### src/hw/rtl/gamepad_input_qualifier_top_defines.svh
// assertion macros shared by the gamepad input qualifier rtl
// expects clk and rst_n in the scope of the module that uses them
`ifndef GAMEPAD_INPUT_QUALIFIER_TOP_DEFINES_SVH
`define GAMEPAD_INPUT_QUALIFIER_TOP_DEFINES_SVH

// same-cycle implication, checked outside reset
`define GPIQ_ASSERT_SAME(label, ante, cons, msg) \
    label: assert property (@(posedge clk) disable iff (!rst_n) (ante) |-> (cons)) \
        else $error(msg);

// next-cycle implication, checked outside reset
`define GPIQ_ASSERT_NEXT(label, ante, cons, msg) \
    label: assert property (@(posedge clk) disable iff (!rst_n) (ante) |=> (cons)) \
        else $error(msg);

`endif

### src/hw/rtl/gpiq_pkg.sv
// types, constants and the hat decode function of the gamepad input qualifier
// no dependencies
package gpiq_pkg;

    // field widths
    localparam int BUTTON_W = 12;
    localparam int AXIS_W   = 16;
    localparam int HAT_IN_W = 16;
    localparam int THR_W    = 15;
    localparam int MAX_AXES = 4;
    localparam int STICK_W  = 2 * MAX_AXES;
    localparam int HAT_W    = 4;

    // stream and register port widths
    localparam int S_TDATA_W = 96;
    localparam int S_TUSER_W = 2;
    localparam int M_TDATA_W = 48;
    localparam int M_TUSER_W = 1;
    localparam int APB_DATA_W = 32;
    localparam int APB_ADDR_W = 3;

    // parameter defaults
    localparam int NUM_BUTTONS_DEF = 12;
    localparam int NUM_AXES_DEF    = 4;

    // register reset values
    localparam logic [THR_W-1:0] ENGAGE_RESET  = 15'd16384;
    localparam logic [THR_W-1:0] RELEASE_RESET = 15'd24576;

    localparam logic [AXIS_W-1:0] AXIS_TOP = 16'd65535;

    // hat angles in hundredths of a degree
    localparam logic [HAT_IN_W-1:0] HAT_CENTERED = 16'd65535;
    localparam logic [HAT_IN_W-1:0] HAT_FULL     = 16'd36000;
    localparam logic [HAT_IN_W-1:0] HAT_NE       = 16'd4500;
    localparam logic [HAT_IN_W-1:0] HAT_SE       = 16'd13500;
    localparam logic [HAT_IN_W-1:0] HAT_SW       = 16'd22500;
    localparam logic [HAT_IN_W-1:0] HAT_NW       = 16'd31500;

    // hat direction bit positions
    localparam int HAT_UP    = 0;
    localparam int HAT_DOWN  = 1;
    localparam int HAT_LEFT  = 2;
    localparam int HAT_RIGHT = 3;

    // register index, taken from paddr[2]
    typedef enum logic [0:0] {
        REG_ENGAGE  = 1'b0,
        REG_RELEASE = 1'b1
    } reg_idx_t;

    typedef struct packed {
        logic [THR_W-1:0] engage_thr;
        logic [THR_W-1:0] release_thr;
    } cfg_t;

    // input payload, first field in the lowest bits
    typedef struct packed {
        logic [3:0]          pad;
        logic [AXIS_W-1:0]   axis_ry;
        logic [AXIS_W-1:0]   axis_rx;
        logic [AXIS_W-1:0]   axis_ly;
        logic [AXIS_W-1:0]   axis_lx;
        logic [HAT_IN_W-1:0] hat_angle;
        logic [BUTTON_W-1:0] buttons;
    } in_data_t;

    typedef struct packed {
        logic other_pad_active;
        logic poll_ok;
    } in_user_t;

    // result payload, first field in the lowest bits
    typedef struct packed {
        logic [3:0]          pad;
        logic [HAT_W-1:0]    hat_dirs;
        logic [STICK_W-1:0]  stick_changed;
        logic [STICK_W-1:0]  stick_dirs;
        logic [BUTTON_W-1:0] button_changed;
        logic [BUTTON_W-1:0] button_level;
    } result_t;

    function automatic logic [HAT_W-1:0] hat_decode(input logic [HAT_IN_W-1:0] angle);
        logic [HAT_IN_W-1:0] pov;
        logic [HAT_W-1:0]    dirs;
        begin
            dirs = '0;
            pov  = (angle >= HAT_FULL) ? '0 : angle;
            if (angle != HAT_CENTERED)
            begin
                dirs[HAT_UP]    = (pov < HAT_NE) || (pov > HAT_NW);
                dirs[HAT_DOWN]  = (pov > HAT_SE) && (pov < HAT_SW);
                dirs[HAT_LEFT]  = (pov > HAT_SW) && (pov < HAT_NW);
                dirs[HAT_RIGHT] = (pov > HAT_NE) && (pov < HAT_SE);
            end
            return dirs;
        end
    endfunction

endpackage

### src/hw/rtl/gamepad_input_qualifier_top.sv
// top level of the gamepad input qualifier: stream ports, input and result registers
// depends on gpiq_pkg, gpiq_cfg_regs, gpiq_core and the shared assertion macros
`include "gamepad_input_qualifier_top_defines.svh"

// Gamepad input qualifier. Each input transaction carries one gamepad poll: twelve
// button levels, a hat angle in hundredths of a degree and four 16-bit stick axes.
// A poll is applied when poll_ok is set and other_pad_active is clear; the block
// then updates its held button levels and eight stick direction flags and returns
// one result transaction with levels, change masks and the decoded hat. A skipped
// poll returns the held levels with all masks zero and changes nothing. The first
// applied poll after reset reports every button as changed. Stick flags have
// hysteresis: the low-side flag sets below engage_threshold and clears above
// release_threshold, the high-side flag uses the same distances measured from
// 65535; in between a flag keeps its value. Throughput is one poll per clock
// while m_tready does not stall the result register; an accepted poll is held in
// the input register, moves into the result register when that is free, and
// m_tvalid is set once it lands there. The held state is updated as the poll
// moves into the result register. A stalled result register holds the input
// register, and s_tready drops only when both are full. Write the thresholds
// at byte addresses 0 and 4 only while no poll is in flight.
module gamepad_input_qualifier_top
#(
    parameter int NUM_BUTTONS = gpiq_pkg::NUM_BUTTONS_DEF,
    parameter int NUM_AXES    = gpiq_pkg::NUM_AXES_DEF
)
(
    input  logic                              clk,
    input  logic                              rst_n,

    // poll stream in
    input  logic                              s_tvalid,
    output logic                              s_tready,
    // buttons, hat_angle, axis_lx, axis_ly, axis_rx, axis_ry, zero pad
    input  logic [gpiq_pkg::S_TDATA_W-1:0]    s_tdata,
    // poll_ok, other_pad_active
    input  logic [gpiq_pkg::S_TUSER_W-1:0]    s_tuser,

    // result stream out
    output logic                              m_tvalid,
    input  logic                              m_tready,
    // button_level, button_changed, stick_dirs, stick_changed, hat_dirs, zero pad
    output logic [gpiq_pkg::M_TDATA_W-1:0]    m_tdata,
    // applied
    output logic [gpiq_pkg::M_TUSER_W-1:0]    m_tuser,

    // threshold registers
    input  logic                              psel,
    input  logic                              penable,
    input  logic                              pwrite,
    input  logic [gpiq_pkg::APB_ADDR_W-1:0]   paddr,
    input  logic [gpiq_pkg::APB_DATA_W-1:0]   pwdata,
    output logic [gpiq_pkg::APB_DATA_W-1:0]   prdata,
    output logic                              pready
);

    gpiq_pkg::cfg_t      cfg;

    // input register stage
    logic                in_valid_reg;
    logic                in_valid_next;
    gpiq_pkg::in_data_t  in_data_reg;
    gpiq_pkg::in_user_t  in_user_reg;

    // result register stage
    logic                out_valid_reg;
    logic                out_valid_next;
    gpiq_pkg::result_t   out_data_reg;
    logic                out_applied_reg;

    gpiq_pkg::result_t   core_result;
    logic                core_applied;

    logic                in_take;   // input transaction this cycle
    logic                advance;   // result register free to load
    logic                commit;    // held poll moves into the result register

    gpiq_cfg_regs u_cfg_regs
    (
        .clk     (clk),
        .rst_n   (rst_n),
        .psel    (psel),
        .penable (penable),
        .pwrite  (pwrite),
        .paddr   (paddr),
        .pwdata  (pwdata),
        .prdata  (prdata),
        .pready  (pready),
        .cfg     (cfg)
    );

    gpiq_core
    #(
        .NUM_BUTTONS (NUM_BUTTONS),
        .NUM_AXES    (NUM_AXES)
    )
    u_core
    (
        .clk       (clk),
        .rst_n     (rst_n),
        .commit    (commit),
        .item_data (in_data_reg),
        .item_user (in_user_reg),
        .cfg       (cfg),
        .applied   (core_applied),
        .result    (core_result)
    );

    // the result register frees up when empty or being taken, and the input
    // register refills in the same cycle it drains, so polls stream one per clock while results are taken
    assign advance  = !out_valid_reg || m_tready;
    assign s_tready = !in_valid_reg || advance;
    assign in_take  = s_tvalid && s_tready;
    assign commit   = in_valid_reg && advance;

    always_comb
    begin
        in_valid_next = in_valid_reg;
        if (in_take)
        begin
            in_valid_next = 1'b1;
        end
        else if (advance)
        begin
            in_valid_next = 1'b0;
        end
    end

    always_comb
    begin
        out_valid_next = out_valid_reg;
        if (advance)
        begin
            out_valid_next = in_valid_reg;
        end
    end

    // control state
    always_ff @(posedge clk or negedge rst_n)
    begin
        if (!rst_n)
        begin
            in_valid_reg  <= 1'b0;
            out_valid_reg <= 1'b0;
        end
        else
        begin
            in_valid_reg  <= in_valid_next;
            out_valid_reg <= out_valid_next;
        end
    end

    // payload registers, no reset needed
    always_ff @(posedge clk)
    begin
        if (in_take)
        begin
            in_data_reg <= gpiq_pkg::in_data_t'(s_tdata);
            in_user_reg <= gpiq_pkg::in_user_t'(s_tuser);
        end
        if (commit)
        begin
            out_data_reg    <= core_result;
            out_applied_reg <= core_applied;
        end
    end

    assign m_tvalid   = out_valid_reg;
    assign m_tdata    = gpiq_pkg::M_TDATA_W'(out_data_reg);
    assign m_tuser[0] = out_applied_reg;

    `GPIQ_ASSERT_SAME(a_ready_when_empty, !out_valid_reg, s_tready,
        "input stalled with result register empty")
    `GPIQ_ASSERT_NEXT(a_commit_fills, commit, out_valid_reg,
        "committed poll did not reach the result register")
    `GPIQ_ASSERT_SAME(a_skip_quiet, out_valid_reg && !out_applied_reg,
        (out_data_reg.button_changed == '0) && (out_data_reg.stick_changed == '0)
        && (out_data_reg.hat_dirs == '0), "skipped poll reported a change")

endmodule

### src/hw/rtl/gpiq_cfg_regs.sv
// threshold registers behind the apb-style configuration port
// depends on gpiq_pkg
module gpiq_cfg_regs
(
    input  logic                              clk,
    input  logic                              rst_n,
    input  logic                              psel,
    input  logic                              penable,
    input  logic                              pwrite,
    input  logic [gpiq_pkg::APB_ADDR_W-1:0]   paddr,
    input  logic [gpiq_pkg::APB_DATA_W-1:0]   pwdata,
    output logic [gpiq_pkg::APB_DATA_W-1:0]   prdata,
    output logic                              pready,
    output gpiq_pkg::cfg_t                    cfg
);

    gpiq_pkg::cfg_t     cfg_reg;
    gpiq_pkg::cfg_t     cfg_next;
    gpiq_pkg::reg_idx_t idx;
    logic               wr_en;

    assign pready = 1'b1;
    assign wr_en  = psel && penable && pwrite && pready;
    assign idx    = gpiq_pkg::reg_idx_t'(paddr[2]);

    always_comb
    begin
        cfg_next = cfg_reg;
        if (wr_en)
        begin
            case (idx)
                gpiq_pkg::REG_ENGAGE:  cfg_next.engage_thr  = pwdata[gpiq_pkg::THR_W-1:0];
                gpiq_pkg::REG_RELEASE: cfg_next.release_thr = pwdata[gpiq_pkg::THR_W-1:0];
                default:               cfg_next = cfg_reg;
            endcase
        end
    end

    always_comb
    begin
        case (idx)
            gpiq_pkg::REG_ENGAGE:
                prdata = gpiq_pkg::APB_DATA_W'(cfg_reg.engage_thr);
            gpiq_pkg::REG_RELEASE:
                prdata = gpiq_pkg::APB_DATA_W'(cfg_reg.release_thr);
            default:
                prdata = '0;
        endcase
    end

    always_ff @(posedge clk or negedge rst_n)
    begin
        if (!rst_n)
        begin
            cfg_reg.engage_thr  <= gpiq_pkg::ENGAGE_RESET;
            cfg_reg.release_thr <= gpiq_pkg::RELEASE_RESET;
        end
        else
        begin
            cfg_reg <= cfg_next;
        end
    end

    assign cfg = cfg_reg;

endmodule

### src/hw/rtl/gpiq_core.sv
// held button and stick state with the per-poll qualification logic
// depends on gpiq_pkg and the shared assertion macros
`include "gamepad_input_qualifier_top_defines.svh"

module gpiq_core
#(
    parameter int NUM_BUTTONS = gpiq_pkg::NUM_BUTTONS_DEF,
    parameter int NUM_AXES    = gpiq_pkg::NUM_AXES_DEF
)
(
    input  logic                 clk,
    input  logic                 rst_n,
    input  logic                 commit,
    input  gpiq_pkg::in_data_t   item_data,
    input  gpiq_pkg::in_user_t   item_user,
    input  gpiq_pkg::cfg_t       cfg,
    output logic                 applied,
    output gpiq_pkg::result_t    result
);

    localparam int BW  = gpiq_pkg::BUTTON_W;
    localparam int SW  = gpiq_pkg::STICK_W;
    localparam int AW  = gpiq_pkg::AXIS_W;
    localparam int EFF_BUTTONS = (NUM_BUTTONS < BW) ? NUM_BUTTONS : BW;
    localparam logic [BW-1:0] BTN_MASK = BW'((33'd1 << EFF_BUTTONS) - 33'd1);

    logic [BW-1:0] held_buttons_reg;
    logic [BW-1:0] held_buttons_next;
    logic          seen_reg;
    logic          seen_next;
    logic [SW-1:0] held_stick_reg;
    logic [SW-1:0] held_stick_next;

    logic [BW-1:0] new_buttons;
    logic [SW-1:0] new_stick;
    logic [gpiq_pkg::MAX_AXES-1:0][AW-1:0] axes;
    logic [AW-1:0] eng_lo;
    logic [AW-1:0] rel_lo;
    logic [AW-1:0] eng_hi;
    logic [AW-1:0] rel_hi;

    assign applied     = item_user.poll_ok && !item_user.other_pad_active;
    assign new_buttons = item_data.buttons & BTN_MASK;
    assign axes        = {item_data.axis_ry, item_data.axis_rx,
                          item_data.axis_ly, item_data.axis_lx};

    // thresholds mirrored about full scale for the positive side
    assign eng_lo = AW'(cfg.engage_thr);
    assign rel_lo = AW'(cfg.release_thr);
    assign eng_hi = gpiq_pkg::AXIS_TOP - eng_lo;
    assign rel_hi = gpiq_pkg::AXIS_TOP - rel_lo;

    for (genvar i = 0; i < gpiq_pkg::MAX_AXES; i++)
    begin : g_axis
        if (i < NUM_AXES)
        begin : g_on
            // negative side: bit 2i, positive side: bit 2i+1
            assign new_stick[2*i]   = (axes[i] < eng_lo) ? 1'b1 :
                                      (axes[i] > rel_lo) ? 1'b0 : held_stick_reg[2*i];
            assign new_stick[2*i+1] = (axes[i] > eng_hi) ? 1'b1 :
                                      (axes[i] < rel_hi) ? 1'b0 : held_stick_reg[2*i+1];
        end
        else
        begin : g_off
            assign new_stick[2*i+1:2*i] = 2'b00;
        end
    end

    always_comb
    begin
        held_buttons_next = held_buttons_reg;
        seen_next         = seen_reg;
        held_stick_next   = held_stick_reg;
        if (commit && applied)
        begin
            held_buttons_next = new_buttons;
            seen_next         = 1'b1;
            held_stick_next   = new_stick;
        end
    end

    always_comb
    begin
        result = '0;
        if (applied)
        begin
            result.button_level   = new_buttons;
            result.button_changed = seen_reg ? (new_buttons ^ held_buttons_reg) : BTN_MASK;
            result.stick_dirs     = new_stick;
            result.stick_changed  = new_stick ^ held_stick_reg;
            result.hat_dirs       = gpiq_pkg::hat_decode(item_data.hat_angle);
        end
        else
        begin
            result.button_level   = held_buttons_reg;
            result.stick_dirs     = held_stick_reg;
        end
    end

    always_ff @(posedge clk or negedge rst_n)
    begin
        if (!rst_n)
        begin
            held_buttons_reg <= '0;
            seen_reg         <= 1'b0;
            held_stick_reg   <= '0;
        end
        else
        begin
            held_buttons_reg <= held_buttons_next;
            seen_reg         <= seen_next;
            held_stick_reg   <= held_stick_next;
        end
    end

    `GPIQ_ASSERT_NEXT(a_hold_buttons, !(commit && applied), $stable(held_buttons_reg), "buttons moved without an applied poll")
    `GPIQ_ASSERT_NEXT(a_hold_sticks, !(commit && applied), $stable(held_stick_reg), "stick flags moved without an applied poll")
    `GPIQ_ASSERT_NEXT(a_seen_set, commit && applied, seen_reg, "first applied poll did not mark buttons seen")

endmodule

### config.mk
export PLATFORM = sky130hd
export DESIGN_NAME = gamepad_input_qualifier_top
export DESIGN_NICKNAME = d
export VERILOG_FILES = /design/src/hw/rtl/gpiq_pkg.sv /design/src/hw/rtl/gamepad_input_qualifier_top.sv /design/src/hw/rtl/gpiq_cfg_regs.sv /design/src/hw/rtl/gpiq_core.sv
export VERILOG_INCLUDE_DIRS = /design/src /design/src/hw/rtl
export SDC_FILE = /design/constraint.sdc
export NUM_CORES = 1
export LEC_CHECK = 0
export ABC_AREA = 1
export CAP_MARGIN = 30
export CELL_PAD_IN_SITES_DETAIL_PLACEMENT = 2
export CELL_PAD_IN_SITES_GLOBAL_PLACEMENT = 2
export CORE_ASPECT_RATIO = 1.5
export CORE_MARGIN = 8
export CORE_UTILIZATION = 35
export CTS_BUF_LIST = sky130_fd_sc_hd__clkbuf_8
export CTS_CLUSTER_DIAMETER = 80
export DETAILED_ROUTE_END_ITERATION = 7
export DONT_BUFFER_PORTS = 1
export PLACE_DENSITY = 0.73
export RECOVER_POWER = 25
export SLEW_MARGIN = 0
export SYNTH_ARGS = -nofsm -noshare
export SYNTH_HDL_FRONTEND = slang
export SYNTH_SLANG_ARGS = --single-unit
### constraint.sdc
create_clock -name clk -period 3.6 [get_ports clk]
set_input_delay 0 -clock clk [delete_from_list [all_inputs] [get_ports clk]]
set_output_delay 0 -clock clk [all_outputs]
set_load 0.01 [all_outputs]
==> results_dict.tcl, run 1 <==
set metrics [dict create \
    grt_pass1_vias 12569 \
    min_period_over_period 0.779 \
    fin_crit_ns 2.80 \
    dieArea_um2 44700 \
    hold_class "in -> reg" \
    grt_pass1_wl_um 73000 \
    slowest_stage "dlymetal6s4s_1" \
    clockBufferDepth 2 \
    drt_iter0_drc 353 \
    rsz0062_at_grt "no" \
    slowest_delay_ns 2.20 \
    crit_required_ns 3.63 \
    ir_drop_v 0.000260 \
    synth_seq_area_share 0.413 \
    cts_setup_buffers 0 \
    path_max_fanout 53 \
    clk_latency_ns 0.55 \
    tritoncts "done" \
    drcViolationCount 0 \
    h-tree-depth 4 \
    whs_ns 0.0638 \
    grtUsageTotal 0.217 \
    largest_reg_flops 92 \
    initial_core_util 0.355 \
    cts_made_buffers 17 \
    core_um2 37600 \
    path_class "in -> async" \
    layout-drive-gt1-share 0.0474 \
    cts.sinks 192 \
    ant_nets 0 \
    report.final.slew_viol_count 54 \
    power_density_nw_per_um2 463 \
    path_cells "dlygate4sd3_1 > dlymetal6s4s_1" \
    syn_area_um2 13300 \
    final_cells 2137 \
    grt_max_degree 60 \
    max_freq_ghz 0.357 \
    worst_pin_slew_ns 2.94 \
    crit_path_end_kind "async pin" \
    synth_common_cells "nand2_1, ha_1, inv_1" \
    nNetsFinal 2013 \
    cts-root-buf "clkbuf_8" \
    synth_top_area_share 0.313 \
    rows 87 \
    dieHeight_um 255 \
    antenna_found_initial 2 \
    failed_checks "capacitance limit, slew limit" \
    path_buf_inv 2 \
    vias_per_cell 5.05 \
    syn_inst 1500 \
    synth_edf_count 139 \
    syn_to_final_growth_pct 17.1 \
    finalSetupTns_ns 0 \
    wire_per_inst_um 22.3 \
    ioPinCount 224 \
    synth_warnings 0 \
    drt-total-wl_um 47700 \
    ys_async_sr_fraction 0.276 \
    dp.cells 1988 \
    vias 10785 \
    finalHoldViolCount 0 \
    die_w_um 175 \
    syn_avg_cell_area_um2 8.88 \
    post-dp-hpwl_um 37000 \
    finClkSkew_ns 0.0210 \
    yosysMostFrequentCell "nand2_1" \
    maxCapViolCount 1 \
    setup_violations 0 \
    port_buffers 0 \
    synth_ff_type "edfxtp_1" \
    finalPower_uw 7220 \
    firstDrtPassIters 4 \
    crit_arrival_ns 2.84 \
    routabilityCongestion 0.890 \
    relSlewSlack -0.957 \
    synth_top_area_cell "edfxtp_1" \
    ys_types 40 \
    outcome "finished, violations left" \
    synth.area.top_cells "edfxtp_1, ha_1, dfrtp_1" \
    path_delay_family "buffers and inverters" \
    p_leak_uw 0.00732 \
    grt_overflow 0 \
    synth_seq_cells 192 \
    critPathLaunchType "primary input" \
    clkTransAtPathRegs_ns 0.14 \
]
[cells in the final DEF, fill, tap and decap left out, drive strengths merged]
cell          synthesis  layout
ha                  240     240
edfxtp              139     139
clkinv                2       9
clkbuf               17      17
conb                  2      22
nand3                54      54
xor2                 12      12
a22oi                 2       2
or2                   5       5
and3                  2       2
dfrtp                50      50
nor3b                 4       4
nand2               305     305
nor4                  7       7
o31ai                 2       2
nor3                 19      19
buf                  27      23
dfstp                 3       3
nor2                141     141
o21ai               126     126
inv                 201     209
nand3b                1       1
a21oi                97      97
nand4                22      22
o21a                 17      17
dlymetal6s4s          0       1
diode                 0       2
o21bai                2       2
a21o                  1       1
dlygate4sd3           0     114
[where the power goes]
part	internal [uW]	switching (uW)
sequential	2760	389
combinational	851	1570
clock	577	1070
[final timing paths]
kind                            depth (start not counted)                        to  slack, ns                startpoint
min in group asynchronous                               2        u_cfg_regs.cfg[28]       1.15                     rst_n
worst max-delay path                                    2        u_cfg_regs.cfg[21]       0.80                     rst_n
worst min-delay path                                    1            in_data_reg[6]       0.06                s_tdata[6]
worst min register to register                          2  u_core.held_stick_reg[3]       0.56  u_core.held_stick_reg[3]
worst max register to register                          9               m_tdata[33]       0.81        u_cfg_regs.cfg[29]
max in group clk                                        9               m_tdata[33]       0.81        u_cfg_regs.cfg[29]
[timing repair]
| item | CTS | global route |
|---|---|---|
| hold buffers | 115 | 0 |
| hold endpoints to repair | 219 | 0 |
| resized for setup | 0 | 0 |
[layout make-up]
class | instances | area [um^2]
Tap cell | 489 | 612
Inverter | 203 | 764
Timing Repair Buffer | 138 | 1390
Clock buffer | 17 | 234
Sequential cell | 192 | 5500
Multi-Input combinational cell | 1081 | 6860
Fill cell | 4183 | 22000
Antenna cell | 2 | 5.00
Clock inverter | 15 | 231
[metrics by stage]
step | util | instance area [um^2] | setup WS, ns
after global routing | 0.415 | 15600 | 0.370
after CTS | 0.416 | 15600 | 0.805
final | 0.415 | 15600 | 0.795
after global placement | 0.370 | 13900 | 0.876
after floorplan | - | 13400 | 0.640
after detailed placement | 0.372 | 14000 | 0.854
[logic make-up after synthesis]
kind of cell,count (synthesis),share of synthesized area
AOI/OAI and AO/OA,247,0.0976
adders and majority gates,240,0.225
xor gates and xnor gates,12,0.00789
buffers and inverters,247,0.0781
other,2,0.000564
DFF,192,0.413
and+or+nand+nor,560,0.177
[per-layer routing]
layer  vias up  wire [um]  track usage
met5         -          0            0
met4         0       1530       0.0901
met3        70       1360       0.0313
met2       188      27600        0.446
met1      5349      17200        0.209
li1       5178          -            -
Note: power is estimated with default switching activity, not from simulation.
==> run 2, diff against run 1 <==
--- a/config.mk
+++ b/config.mk
@@ -6,7 +6,7 @@
 export SDC_FILE = /design/constraint.sdc
 export NUM_CORES = 1
 export LEC_CHECK = 0
-export ABC_AREA = 1
+export ABC_AREA = 0
 export CAP_MARGIN = 30
 export CELL_PAD_IN_SITES_DETAIL_PLACEMENT = 2
 export CELL_PAD_IN_SITES_GLOBAL_PLACEMENT = 2
@@ -17,7 +17,7 @@
 export CTS_CLUSTER_DIAMETER = 80
 export DETAILED_ROUTE_END_ITERATION = 7
 export DONT_BUFFER_PORTS = 1
-export PLACE_DENSITY = 0.73
+export PLACE_DENSITY = 0.69
 export RECOVER_POWER = 25
 export SLEW_MARGIN = 0
 export SYNTH_ARGS = -nofsm -noshare
==> constraint.sdc (replaced) <==
create_clock -name clk -period 2.65 [get_ports clk]
set_input_delay 0 -clock clk [delete_from_list [all_inputs] [get_ports clk]]
set_output_delay 0 -clock clk [all_outputs]
set_load 0.01 [all_outputs]
==> run 2 against run 1 <==
  * The flow still finishes with violations (capacitance limit, slew limit)
  * Final cell count fell by 11%
  * Worst setup slack got worse by 0.77 ns
  * Global-route usage rose by 0.77 points
  * Via count fell by 4.7%
  * Critical path depth rose by 5
  * Clock skew fell by 0.0061 ns
  * Synthesized cell count fell by 21%
  * Clock power rose by 28%
  * Sequential power rose by 29%
  * Largest cell class unchanged
  * Critical endpoint is now m_tdata[30]
  * First-iteration DRC count fell by 1.1%
==> results_dict.tcl, run 2 <==
set metrics [dict create \
    outcome "finished, violations left" \
    failed_checks "capacitance limit, slew limit" \
    p_leak_uw 0.00683 \
    max_freq_ghz 0.381 \
    final_cells 1909 \
    clkTransAtPathRegs_ns 0.11 \
    finClkSkew_ns 0.0149 \
    finalHoldViolCount 0 \
    antenna_found_initial 6 \
    vias 10282 \
    rsz0062_at_grt "yes" \
    fin_crit_ns 2.62 \
    layout_common_cells "ha_1, edfxtp_1, nand2_1, dlygate4sd3_1, buf_4" \
    fillCellCount 3874 \
    synth_seq_area_share 0.426 \
    synth.area.top_cells "edfxtp_1, ha_1, dfrtp_1" \
    drt_iter0_drc 349 \
    synth_top_area_share 0.323 \
    clockBufferDepth 2 \
    yosysMostFrequentCell "ha_1" \
    path_delay_family "simple AND/OR/NAND/NOR gates" \
    grt_pass1_wl_um 73100 \
    crit_arrival_ns 2.89 \
    path_class "reg -> reg" \
    slowest_delay_ns 0.55 \
    worst-r2r-setup-slack_ns 0.03 \
    syn_inst 1190 \
    grt_overflow 0 \
    clk_latency_ns 0.52 \
    firstDrtPassIters 4 \
    synth_common_cells "ha_1, edfxtp_1, nand2_1" \
    path_cells "inv_1 > ha_1 > nand4_1 > or4_4 > o21bai_1 > a211oi_2 > o22ai_1" \
    cts-root-buf "clkbuf_8" \
    syn_area_um2 12900 \
    layout-drive-gt1-share 0.146 \
    cts.sinks 192 \
    hold_end "in_user_reg[1]" \
    dieHeight_um 251 \
    syn_to_final_growth_pct 23.0 \
    relSlewSlack -0.195 \
    ys_types 69 \
    synth_top_area_cell "edfxtp_1" \
    min_period_over_period 0.990 \
    routabilityCongestion 0.886 \
    grtUsageTotal 0.225 \
    power_density_nw_per_um2 631 \
    post-dp-hpwl_um 38600 \
    ir_drop_v 0.000314 \
    critPathLaunchType "flip-flop" \
    grt_max_degree 95 \
    worstSetupStartpoint "u_cfg_regs.cfg[14]" \
    tritoncts "done" \
    rr_startpoint "u_cfg_regs.cfg[14]" \
    report.final.slew_viol_count 54 \
    synth_seq_cells 192 \
    h-tree-depth 4 \
    nNetsFinal 1786 \
    synth_edf_count 139 \
    wire_per_inst_um 25.6 \
    hold_depth 2 \
    crit_required_ns 2.91 \
    ys_async_sr_fraction 0.276 \
    hold_class "in -> reg" \
    path_buf_inv 1 \
    largest_reg_flops 92 \
    worst_pin_slew_ns 1.79 \
    dp.cells 1757 \
    cts_made_buffers 17 \
    grt_pass1_vias 11785 \
    maxCapViolCount 1 \
    slowest_stage "or4_4" \
    ant_nets 0 \
    synth_warnings 0 \
    drcViolationCount 0 \
    die_w_um 173 \
    mostFrequentLayoutCell "ha_1" \
    dieArea_um2 43400 \
    cts_setup_buffers 0 \
    r2r_cells 7 \
    rows 86 \
    ioPinCount 224 \
    core_um2 36600 \
    min_from "s_tvalid" \
    crit_path_end_kind "flip-flop" \
    r2r-end "m_tdata[30]" \
    vias_per_cell 5.39 \
    path_max_fanout 4 \
    setup_violations 0 \
    port_buffers 0 \
    synth_ff_type "edfxtp_1" \
    initial_core_util 0.353 \
    finalSetupTns_ns 0 \
    drt-total-wl_um 48900 \
    syn_avg_cell_area_um2 10.9 \
]
-- run 2: cell types whose count changed after synthesis, sizes merged, moves of 12 or more --
cell	delta
nand2	-181
inv	-124
nor2	-99
o21ai	-64
nand3	-36
mux2	+33
a21oi	-22
nor2b	+21
nand2b	+17
a211oi	+15
xnor2	+12
xor2	-12
-- run 2: cells by family after synthesis --
| family | after synthesis | synth area share |
|---|---|---|
| flops | 192 | 0.426 |
| xor+xnor | 12 | 0.00814 |
| compound gates | 256 | 0.128 |
| other cells | 2 | 0.000582 |
| buf+inv | 119 | 0.0412 |
| simple gates | 334 | 0.133 |
| fa+ha+maj | 240 | 0.233 |
| mux | 35 | 0.0303 |
-- run 2: layout make-up --
class / instances / area (um^2) / share of cell area
diodes: 6 / 15.0 / 0.000945
multi-input cells: 899 / 7100 / 0.447
repair buffers: 219 / 1960 / 0.123
clock buffers: 18 / 248 / 0.0156
clock inverters: 14 / 169 / 0.0106
inverters: 77 / 289 / 0.0182
well taps: 484 / 606 / 0.0381
flip-flops and latches: 192 / 5500 / 0.346
-- run 2: layer usage --
metal,wire length [um],track usage
met1,17200,0.213
met2,27200,0.441
met3,1430,0.0348
met4,3130,0.142
met5,0,0
-- run 2: worst max-delay path by stage --
stage	end	slack [ns]	cells after the start
finish	m_tdata[30]	0.03	7
global route	m_tdata[37]	-0.1	9
CTS	m_tdata[33]	-0.004	8
detailed placement	m_tdata[39]	-0.10	7
global placement	m_tdata[39]	-0.06	7
floorplan	u_core.held_stick_reg[5]	0.02	6
-- run 2: metrics by stage --
| stage | total power (uW) | area, um^2 | worst slack, ns | hold slack, ns | util |
|---|---|---|---|---|---|
| 2_1_floorplan | 6120 | 13000 | 0.0232 | -0.296 | - |
| 3_3_place_gp | 7560 | 14200 | -0.0595 | -0.289 | 0.388 |
| 3_5_place_dp | 7740 | 14200 | -0.104 | -0.291 | 0.388 |
| 4_1_cts | 10100 | 15800 | -0.00381 | 0.0118 | 0.432 |
| 5_1_grt | 10600 | 15900 | -0.0956 | 0.0660 | 0.434 |
| 6_report | 10000 | 15900 | 0.0270 | 0.0806 | 0.434 |
-- run 2: power breakdown --
part | switching, uW | leakage, uW | internal (uW)
clock network | 1280 | 0.000212 | 825
logic | 2270 | 0.00463 | 1600
registers | 389 | 0.00199 | 3670
-- run 2: timing repair --
item                                    CTS  global route
gates resized for setup                  10            23
endpoints found under the setup margin    7            12
hold buffers                            114             0
endpoints found under the hold margin   179             0
pin swaps                                 2             4
